## config.mk

```make
export PLATFORM = sky130hd
export DESIGN_NAME = api_frame_escaped_encoder
export DESIGN_NICKNAME = d
export VERILOG_FILES = /design/src/afe_pkg.sv /design/src/afe_front.sv /design/src/afe_queue.sv /design/src/afe_back.sv /design/src/api_frame_escaped_encoder.sv
export SDC_FILE = /design/constraint.sdc
export NUM_CORES = 1
export LEC_CHECK = 0
export BUFFER_PORTS_ARGS = -buffer_cell sky130_fd_sc_hd__buf_2
export CAP_MARGIN = 25
export CORE_MARGIN = 4
export CORE_UTILIZATION = 40
export CTS_CLUSTER_DIAMETER = 50
export DETAILED_ROUTE_END_ITERATION = 7
export PLACE_DENSITY = 0.53
export SLEW_MARGIN = 20
export SYNTH_ARGS = -nofsm -noshare
export SYNTH_HDL_FRONTEND = slang
export SYNTH_SLANG_ARGS = --single-unit
```

## constraint.sdc

```tcl
create_clock -name aclk -period 6.9 [get_ports aclk]
set_clock_uncertainty 0.2 [all_clocks]
set_input_delay 0.69 -clock aclk [delete_from_list [all_inputs] [get_ports aclk]]
set_output_delay 0.69 -clock aclk [all_outputs]
set_load 0.01 [all_outputs]
```

## src/afe_pkg.sv

```systemverilog
// Package for the API frame encoder: queue entry type, sequencer phases,
// line-protocol byte constants and the reserved-byte check.
// No dependencies.
package afe_pkg;

    localparam logic [7:0] DELIM_BYTE = 8'h7E;
    localparam logic [7:0] ESC_BYTE   = 8'h7D;
    localparam logic [7:0] XON_BYTE   = 8'h11;
    localparam logic [7:0] XOFF_BYTE  = 8'h13;
    localparam logic [7:0] ESC_XOR    = 8'h20;
    localparam logic [7:0] CHK_BASE   = 8'hFF;

    // One accepted body byte, classified, as it waits for the line sequencer
    typedef struct packed {
        logic [7:0]  body_byte;
        logic [15:0] body_length;
        logic        first_of_frame;
        logic        last_of_frame;
        logic [7:0]  checksum;
    } afe_entry_t;

    typedef enum logic [2:0] {
        PH_START,
        PH_DELIM,
        PH_LEN_HI,
        PH_LEN_LO,
        PH_BODY,
        PH_CHK
    } afe_phase_t;

    function automatic logic is_reserved(input logic [7:0] b);
        logic r;
        case (b) inside
            DELIM_BYTE, ESC_BYTE, XON_BYTE, XOFF_BYTE: r = 1'b1;
            default:                                   r = 1'b0;
        endcase
        return r;
    endfunction

endpackage

```

## src/afe_front.sv

```systemverilog
// Front end of the API frame encoder: accepts body bytes, keeps the running
// body sum and builds queue entries with the checksum. Uses afe_pkg.
module afe_front (
    input  logic                aclk,
    input  logic                aresetn,
    input  logic                in_valid,
    output logic                in_ready,
    input  logic [7:0]          body_byte,
    input  logic [15:0]         body_length,
    input  logic                first_of_frame,
    input  logic                last_of_frame,
    output logic                push_valid,
    input  logic                push_ready,
    output afe_pkg::afe_entry_t push_entry
);
    import afe_pkg::*;

    logic [7:0] body_sum_reg;
    logic [7:0] body_sum_next;
    logic [7:0] sum_new;
    logic       accept;

    assign in_ready   = push_ready;
    assign push_valid = in_valid;
    assign accept     = in_valid && push_ready;

    always_comb begin
        sum_new = first_of_frame ? body_byte : body_sum_reg + body_byte;
        body_sum_next = body_sum_reg;
        if (accept) begin
            body_sum_next = last_of_frame ? 8'h00 : sum_new;
        end
    end

    always_comb begin
        push_entry.body_byte      = body_byte;
        push_entry.body_length    = body_length;
        push_entry.first_of_frame = first_of_frame;
        push_entry.last_of_frame  = last_of_frame;
        push_entry.checksum       = CHK_BASE - sum_new;
    end

    always_ff @(posedge aclk) begin
        if (!aresetn) begin
            body_sum_reg <= 8'h00;
        end else begin
            body_sum_reg <= body_sum_next;
        end
    end

endmodule

```

## src/afe_queue.sv

```systemverilog
// Short entry queue between front and back of the API frame encoder.
// Uses afe_pkg for the entry type.
module afe_queue #(
    parameter int DEPTH = 4
) (
    input  logic                aclk,
    input  logic                aresetn,
    input  logic                in_valid,
    output logic                in_ready,
    input  afe_pkg::afe_entry_t in_entry,
    output logic                out_valid,
    input  logic                out_pop,
    output afe_pkg::afe_entry_t out_entry
);
    import afe_pkg::*;

    localparam int PTR_W = (DEPTH > 1) ? $clog2(DEPTH) : 1;
    localparam int CNT_W = $clog2(DEPTH + 1);

    afe_entry_t       slots [DEPTH];
    logic [PTR_W-1:0] wr_ptr_reg, wr_ptr_next;
    logic [PTR_W-1:0] rd_ptr_reg, rd_ptr_next;
    logic [CNT_W-1:0] count_reg, count_next;
    logic             push, pop;

    assign in_ready  = (count_reg != CNT_W'(DEPTH));
    assign out_valid = (count_reg != '0);
    assign out_entry = slots[rd_ptr_reg];
    assign push      = in_valid && in_ready;
    assign pop       = out_pop && out_valid;

    always_comb begin
        wr_ptr_next = wr_ptr_reg;
        rd_ptr_next = rd_ptr_reg;
        if (push) begin
            wr_ptr_next = (wr_ptr_reg == PTR_W'(DEPTH - 1)) ? '0 : wr_ptr_reg + 1'b1;
        end
        if (pop) begin
            rd_ptr_next = (rd_ptr_reg == PTR_W'(DEPTH - 1)) ? '0 : rd_ptr_reg + 1'b1;
        end
        case ({push, pop})
            2'b10:   count_next = count_reg + 1'b1;
            2'b01:   count_next = count_reg - 1'b1;
            default: count_next = count_reg;
        endcase
    end

    always_ff @(posedge aclk) begin
        if (!aresetn) begin
            wr_ptr_reg <= '0;
            rd_ptr_reg <= '0;
            count_reg  <= '0;
        end else begin
            wr_ptr_reg <= wr_ptr_next;
            rd_ptr_reg <= rd_ptr_next;
            count_reg  <= count_next;
        end
    end

    always_ff @(posedge aclk) begin
        if (push) begin
            slots[wr_ptr_reg] <= in_entry;
        end
    end

endmodule

```

## src/afe_back.sv

```systemverilog
// Back end of the API frame encoder: walks each queued entry through the
// delimiter, length, body and checksum phases it needs, escaping reserved bytes
// in escape_mode, and drives the registered output stream. Uses afe_pkg.
module afe_back (
    input  logic                aclk,
    input  logic                aresetn,
    input  logic                escape_mode,
    input  logic                head_valid,
    input  afe_pkg::afe_entry_t head_entry,
    output logic                head_pop,
    output logic                out_valid,
    input  logic                out_ready,
    output logic [7:0]          line_byte,
    output logic                run_end,
    output logic                frame_end
);
    import afe_pkg::*;

    afe_phase_t phase_reg, phase_next;
    afe_phase_t cur_phase, phase_after;
    logic       esc_second_reg, esc_second_next;
    logic       out_valid_reg, out_valid_next;
    logic [7:0] line_byte_reg;
    logic       run_end_reg, frame_end_reg;

    logic [7:0] raw_byte;
    logic [7:0] emit_byte;
    logic       needs_esc;
    logic       byte_done;
    logic       item_done;
    logic       load;

    assign load = head_valid && (!out_valid_reg || out_ready);

    // Resolve the start of an entry to its first real phase
    assign cur_phase = (phase_reg == PH_START) ?
                       (head_entry.first_of_frame ? PH_DELIM : PH_BODY) : phase_reg;

    // Next-phase logic
    always_comb begin
        unique case (cur_phase)
            PH_DELIM:  phase_after = PH_LEN_HI;
            PH_LEN_HI: phase_after = PH_LEN_LO;
            PH_LEN_LO: phase_after = PH_BODY;
            PH_BODY:   phase_after = head_entry.last_of_frame ? PH_CHK : PH_START;
            default:   phase_after = PH_START;
        endcase
        phase_next      = phase_reg;
        esc_second_next = esc_second_reg;
        if (load) begin
            if (byte_done) begin
                phase_next      = phase_after;
                esc_second_next = 1'b0;
            end else begin
                phase_next      = cur_phase;
                esc_second_next = 1'b1;
            end
        end
    end

    // Output logic
    always_comb begin
        unique case (cur_phase)
            PH_DELIM:  raw_byte = DELIM_BYTE;
            PH_LEN_HI: raw_byte = head_entry.body_length[15:8];
            PH_LEN_LO: raw_byte = head_entry.body_length[7:0];
            PH_BODY:   raw_byte = head_entry.body_byte;
            default:   raw_byte = head_entry.checksum;
        endcase
        needs_esc = escape_mode && (cur_phase != PH_DELIM) && is_reserved(raw_byte);
        if (esc_second_reg) begin
            emit_byte = raw_byte ^ ESC_XOR;
            byte_done = 1'b1;
        end else if (needs_esc) begin
            emit_byte = ESC_BYTE;
            byte_done = 1'b0;
        end else begin
            emit_byte = raw_byte;
            byte_done = 1'b1;
        end
        item_done = byte_done && (phase_after == PH_START);
        head_pop  = load && item_done;

        out_valid_next = out_valid_reg;
        if (load) begin
            out_valid_next = 1'b1;
        end else if (out_ready) begin
            out_valid_next = 1'b0;
        end
    end

    always_ff @(posedge aclk) begin
        if (!aresetn) begin
            phase_reg      <= PH_START;
            esc_second_reg <= 1'b0;
            out_valid_reg  <= 1'b0;
        end else begin
            phase_reg      <= phase_next;
            esc_second_reg <= esc_second_next;
            out_valid_reg  <= out_valid_next;
        end
    end

    always_ff @(posedge aclk) begin
        if (load) begin
            line_byte_reg <= emit_byte;
            run_end_reg   <= item_done;
            frame_end_reg <= byte_done && (cur_phase == PH_CHK);
        end
    end

    assign out_valid = out_valid_reg;
    assign line_byte = line_byte_reg;
    assign run_end   = run_end_reg;
    assign frame_end = frame_end_reg;

endmodule

```

## src/api_frame_escaped_encoder.sv

```systemverilog
// Top level of the API frame encoder: config register, front end, entry
// queue and line sequencer. Uses afe_pkg, afe_front, afe_queue, afe_back.
//
//   channel  | direction | tdata / data               | tuser          | tlast
//   ---------+-----------+----------------------------+----------------+--------------
//   s_       | in        | body_byte, body_length     | first_of_frame | last_of_frame
//   m_       | out       | line_byte                  | run_end        | frame_end
//   cfg_     | in        | escape_mode                | -              | -
//
// The line sequencer emits one line byte per cycle as m_ and the queue allow;
// a body byte gives 1 byte, 2 when escaped; a first byte adds 3 to 5 of header,
// a last byte 1 or 2 of checksum. Input transfers are taken as they arrive
// while the queue (QUEUE_DEPTH entries) has room, so m_ stalls reach s_tready
// only once it fills. Reset clears body sum, queue, sequencer and escape_mode.
module api_frame_escaped_encoder #(
    parameter int QUEUE_DEPTH = 4
) (
    input  logic        aclk,
    input  logic        aresetn,
    input  logic        s_tvalid,
    output logic        s_tready,
    input  logic [23:0] s_tdata,   // [7:0] body_byte, [23:8] body_length
    input  logic        s_tuser,   // [0] first_of_frame
    input  logic        s_tlast,
    output logic        m_tvalid,
    input  logic        m_tready,
    output logic [7:0]  m_tdata,   // [7:0] line_byte
    output logic        m_tuser,   // [0] run_end
    output logic        m_tlast,
    input  logic        cfg_valid,
    output logic        cfg_ready,
    input  logic        cfg_data
);
    import afe_pkg::*;

    logic       escape_mode_reg, escape_mode_next;
    logic       push_valid, push_ready;
    afe_entry_t push_entry;
    logic       head_valid, head_pop;
    afe_entry_t head_entry;

    assign cfg_ready = 1'b1;

    always_comb begin
        escape_mode_next = escape_mode_reg;
        if (cfg_valid && cfg_ready) begin
            escape_mode_next = cfg_data;
        end
    end

    always_ff @(posedge aclk) begin
        if (!aresetn) begin
            escape_mode_reg <= 1'b0;
        end else begin
            escape_mode_reg <= escape_mode_next;
        end
    end

    afe_front u_front (
        .aclk           (aclk),
        .aresetn        (aresetn),
        .in_valid       (s_tvalid),
        .in_ready       (s_tready),
        .body_byte      (s_tdata[7:0]),
        .body_length    (s_tdata[23:8]),
        .first_of_frame (s_tuser),
        .last_of_frame  (s_tlast),
        .push_valid     (push_valid),
        .push_ready     (push_ready),
        .push_entry     (push_entry)
    );

    afe_queue #(
        .DEPTH (QUEUE_DEPTH)
    ) u_queue (
        .aclk      (aclk),
        .aresetn   (aresetn),
        .in_valid  (push_valid),
        .in_ready  (push_ready),
        .in_entry  (push_entry),
        .out_valid (head_valid),
        .out_pop   (head_pop),
        .out_entry (head_entry)
    );

    afe_back u_back (
        .aclk        (aclk),
        .aresetn     (aresetn),
        .escape_mode (escape_mode_reg),
        .head_valid  (head_valid),
        .head_entry  (head_entry),
        .head_pop    (head_pop),
        .out_valid   (m_tvalid),
        .out_ready   (m_tready),
        .line_byte   (m_tdata),
        .run_end     (m_tuser),
        .frame_end   (m_tlast)
    );

    // checksum byte always closes the run of its item
    a_frame_end_is_run_end: assert property (@(posedge aclk) disable iff (!aresetn)
        m_tvalid && m_tlast |-> m_tuser)
        else $error("frame_end without run_end");

    // an accepted transfer is held somewhere until it reaches the output
    a_accept_not_lost: assert property (@(posedge aclk) disable iff (!aresetn)
        s_tvalid && s_tready |=> m_tvalid || head_valid)
        else $error("accepted item vanished");

    // the queue only pops entries it holds
    a_pop_needs_entry: assert property (@(posedge aclk) disable iff (!aresetn)
        head_pop |-> head_valid)
        else $error("pop from empty queue");

endmodule

```

==> summary.md <==
| Metric | Value |
|---|---|
| Outcome | `completed` |
| Library cells used by synthesis | `55` |
| # IOs | `45` |
| Layout Nets | `525` |
| Post-route insts no fill | `between 700 and 800` |
| Total power | `between 3 and 4 mW` |
| CTS tree | `built` |
| Post-synth top area share | `between 60% and 70%` |
| Yosys top cell by area | `edfxtp_1` |
| Async set or reset register ratio after synthesis | `0%` |
| Sw frac | `~30%` |
| First-pass GRT wire length | `22,300 um` |
| Clk slew on worst S/H paths | `approximately 0.06 ns` |
| Hold crit path type | `in2reg` |
| Worst path arrival time | `~4.7 ns` |
| ANT nets after route | `0` |
| Sequential element share of the synthesized area | `67.6%` |
| Yosys warns | `0` |
| Critical path class | `reg2reg` |
| Critical Path End | `u_queue.count_reg[2]$_SDFFE_PN0P_` |
| Switch Pwr | `a little under 1 mW` |
| Mapped Avg Cell Area | `16.5 sq um` |
| Hold WS | `roughly 0.28 ns` |
| Antenna violations before repair | `0` |
| Crit end category | `register` |
| Syn Nets | `480` |
| Ys flop type | `edfxtp_1` |
| Gpl congestion | `0.828` |
| Area grow syn2layout | `14.0%` |
| Yosys reg bits | `approximately 170` |
| Worst-skew pair later-pin latency | `0.42 ns` |
| Pwr per Cell Area | `401 nW/um^2` |
| Post-synth EDFFs | `about 150` |
| Fin util | `46.9%` |
| Worst R2R Path Depth | `14` |
| Antenna Cells | `0` |
| Max VDD drop | `196 uV` |
| DRC Markers | `0` |
| Die ar. | `around 20,000 sq um` |
| Gate power share | `approximately 29%` |
| Worst-Margin Slew | `about 0.98 ns` |
| Worst R2R Setup Slack | `roughly 2.4 ns` |
| Initial Util | `about two fifths` |
| Top post-synthesis cells by area | `edfxtp_1 (61%), mux4_2 (9.7%), dfxtp_1 (6.4%)` |
| Cells after Synth | `between 400 and 500` |
| Slew margin rel. | `35.0%` |
| Placed cell count | `between 600 and 700` |
| Die Height | `142 um` |
| Core area | `17,400 sq um` |
| Period utilization | `between 60% and 70%` |
| Via count | `around 3,800` |
| Final hold vios | `0` |
| Share of cells above drive strength 1 | `24.4%` |
| Lkg Pwr | `2.79 nW` |
| CTS H-Tree Depth | `4` |
| Fmax | `roughly 220 MHz` |
| Final setup TNS | `0 ns` |
| RSZ-0062 raised after global routing | `no` |
| Final instance area | `8160 sq um` |
| Placed inst area | `7570 sq um` |
| IO buf count | `43` |
| Vias in the first global route | `between 3,000 and 4,000` |
| Largest net degree at the start of global routing | `35` |
| Max FFs per register | `about 140` |
| Root Driver | `clkbuf_16` |
| Clock power share | `around 29%` |
| Worst R2R End | `u_queue.count_reg[2]$_SDFFE_PN0P_` |
| Maximum net fanout on the critical path | `27` |
| Max-cap viol count | `0` |
| Synthesized cell area | `~7200 sq um` |
| Sequential share of power | `42.0%` |
| # setup viols final | `0` |
| Vias per cell | `between 5 and 6` |
| CP Launch Type | `register` |
| Post_cts resized | `0` |
| Total CTS buffers | `17` |
| Fin worst setup slack | `between 2 and 2.5 ns` |
| CP required | `approximately 7.0 ns` |
| Total GRT Usage | `14.8%` |
| Pint | `2.28 mW` |
| Count of hold-fix buffers inserted at cts | `0` |
| Fin. max-slew vios | `0` |
| Initial detailed-routing violation count | `~260` |
| DR pass1 iterations | `4` |
| # clock sinks | `169` |
| Deepest clock path buffer count | `2` |
| Drt total wl | `about 14,000 um` |
| Worst slack, placed | `roughly 2.3 ns` |
| Die X | `142 um` |
| Grt ovf | `0` |
| Final Critical Period | `roughly 4.5 ns` |
| Row count | `48` |
| Postcts setup bufs | `0` |
| WL/cell | `19.9 um` |
| Post-DP HPWL | `9040 um` |
cells in the final DEF (no fill, tap or decap), types with 4 or more instances in the layout:
| master | instances |
|---|---|
| edfxtp_1 | 146 |
| buf_2 | 43 |
| mux4_2 | 31 |
| nand2_1 | 27 |
| dfxtp_1 | 22 |
| clkbuf_16 | 17 |
| a21oi_1 | 16 |
| nor2_1 | 15 |
| mux2i_1 | 13 |
| ha_1 | 13 |
| inv_1 | 12 |
| o21ai_0 | 11 |
| nor2b_1 | 10 |
| xnor2_1 | 8 |
| and2_1 | 8 |
| nor3_1 | 5 |
| nand3_1 | 5 |
| a21o_1 | 4 |
| or2_1 | 4 |
| o22ai_1 | 4 |
| and3_2 | 4 |
| clkbuf_1 | 4 |
layout make-up:
| cell class | instances | area, sq um |
|---|---|---|
| fill | 1518 | 9250 |
| clock buffer | 21 | 440 |
| sequential | 169 | 4850 |
| clock inverter | 11 | 148 |
| multi-input combinational | 232 | 2160 |
| timing repair buffer | 46 | 238 |
| tap | 225 | 282 |
| inverter | 12 | 45.0 |
worst max-delay path, stage by stage, from the launching register on:
cell and delay [ns]:
dfxtp_2 0.54, buf_4 0.53, mux4_1 0.61, mux2_2 0.29, o221ai_2 0.19, nor3_1 0.12, nand4_1 0.19, nand2_1 0.08
o21ai_1 0.36, ha_1 0.27, inv_1 0.06, fa_1 0.38, xor2_1 0.15, or3_1 0.30, a21boi_0 0.16
Yosys cell counts (4+ instances only):
master and n:
nand2_1 27, buf_2 4, o21ai_0 11, clkbuf_1 8, or2_1 4, mux4_2 31, dfxtp_1 23, nor2_1 15
and2_1 8, and3_1 5, xnor2_1 8, a21oi_1 16, o22ai_1 4, mux2i_1 13, nor3_1 5, inv_1 12
nand3_1 5, nor2b_1 10, ha_1 13, edfxtp_1 146, a21o_1 4
power groups by stage:
stage | Clock [mW] | Combinational [mW] | Sequential [mW]
3_5_place_dp | 0 | 0.960 | 1.40
3_3_place_gp | 0 | 0.959 | 1.39
2_1_floorplan | 0 | 0.729 | 1.37
4_1_cts | 0.966 | 0.968 | 1.38
6_report | 0.947 | 0.952 | 1.38
5_1_grt | 1.01 | 1.05 | 1.39
worst min-delay path by stage:
stage / from / endpoint / depth (start not counted)
after floorplan: u_queue.rd_ptr_reg[1]$_SDFFE_PN0P_ / register / 2
after global placement: u_back.out_valid$_SDFFE_PN0P_ / u_back.out_valid$_SDFFE_PN0P_ / 2
after detailed placement: u_back.out_valid$_SDFFE_PN0P_ / u_back.out_valid$_SDFFE_PN0P_ / 2
after CTS: s_tdata[12] / u_queue.slots[1][14]$_DFFE_PP_ / 1
after global routing: s_tdata[12] / u_queue.slots[1][14]$_DFFE_PP_ / 1
final: s_tdata[12] / u_queue.slots[1][14]$_DFFE_PP_ / 1
routing by layer:
layer / GRT usage [%] / vias up / share of wire [%]
met2: 23.9 / 71 / 49
met3: 3.07 / 19 / 3.6
li1: - / 1776 / -
met5: 0 / - / 0
met4: 5.51 / 0 / 1.6
met1: 19.8 / 1929 / 46
kinds of logic (layout without fill, tap and decap cells):
logic type,after synthesis,count (layout),share of synthesized area [%]
compound gates,60,60,5.78
xor+xnor,10,10,1.22
fa+ha+maj,15,15,2.83
buf+inv,32,90,2.22
flops,169,169,67.6
mux,52,52,13.5
other cells,1,1,0.0524
simple gates,94,94,6.76
No activity file was read; power rests on OpenSTA's default activity.
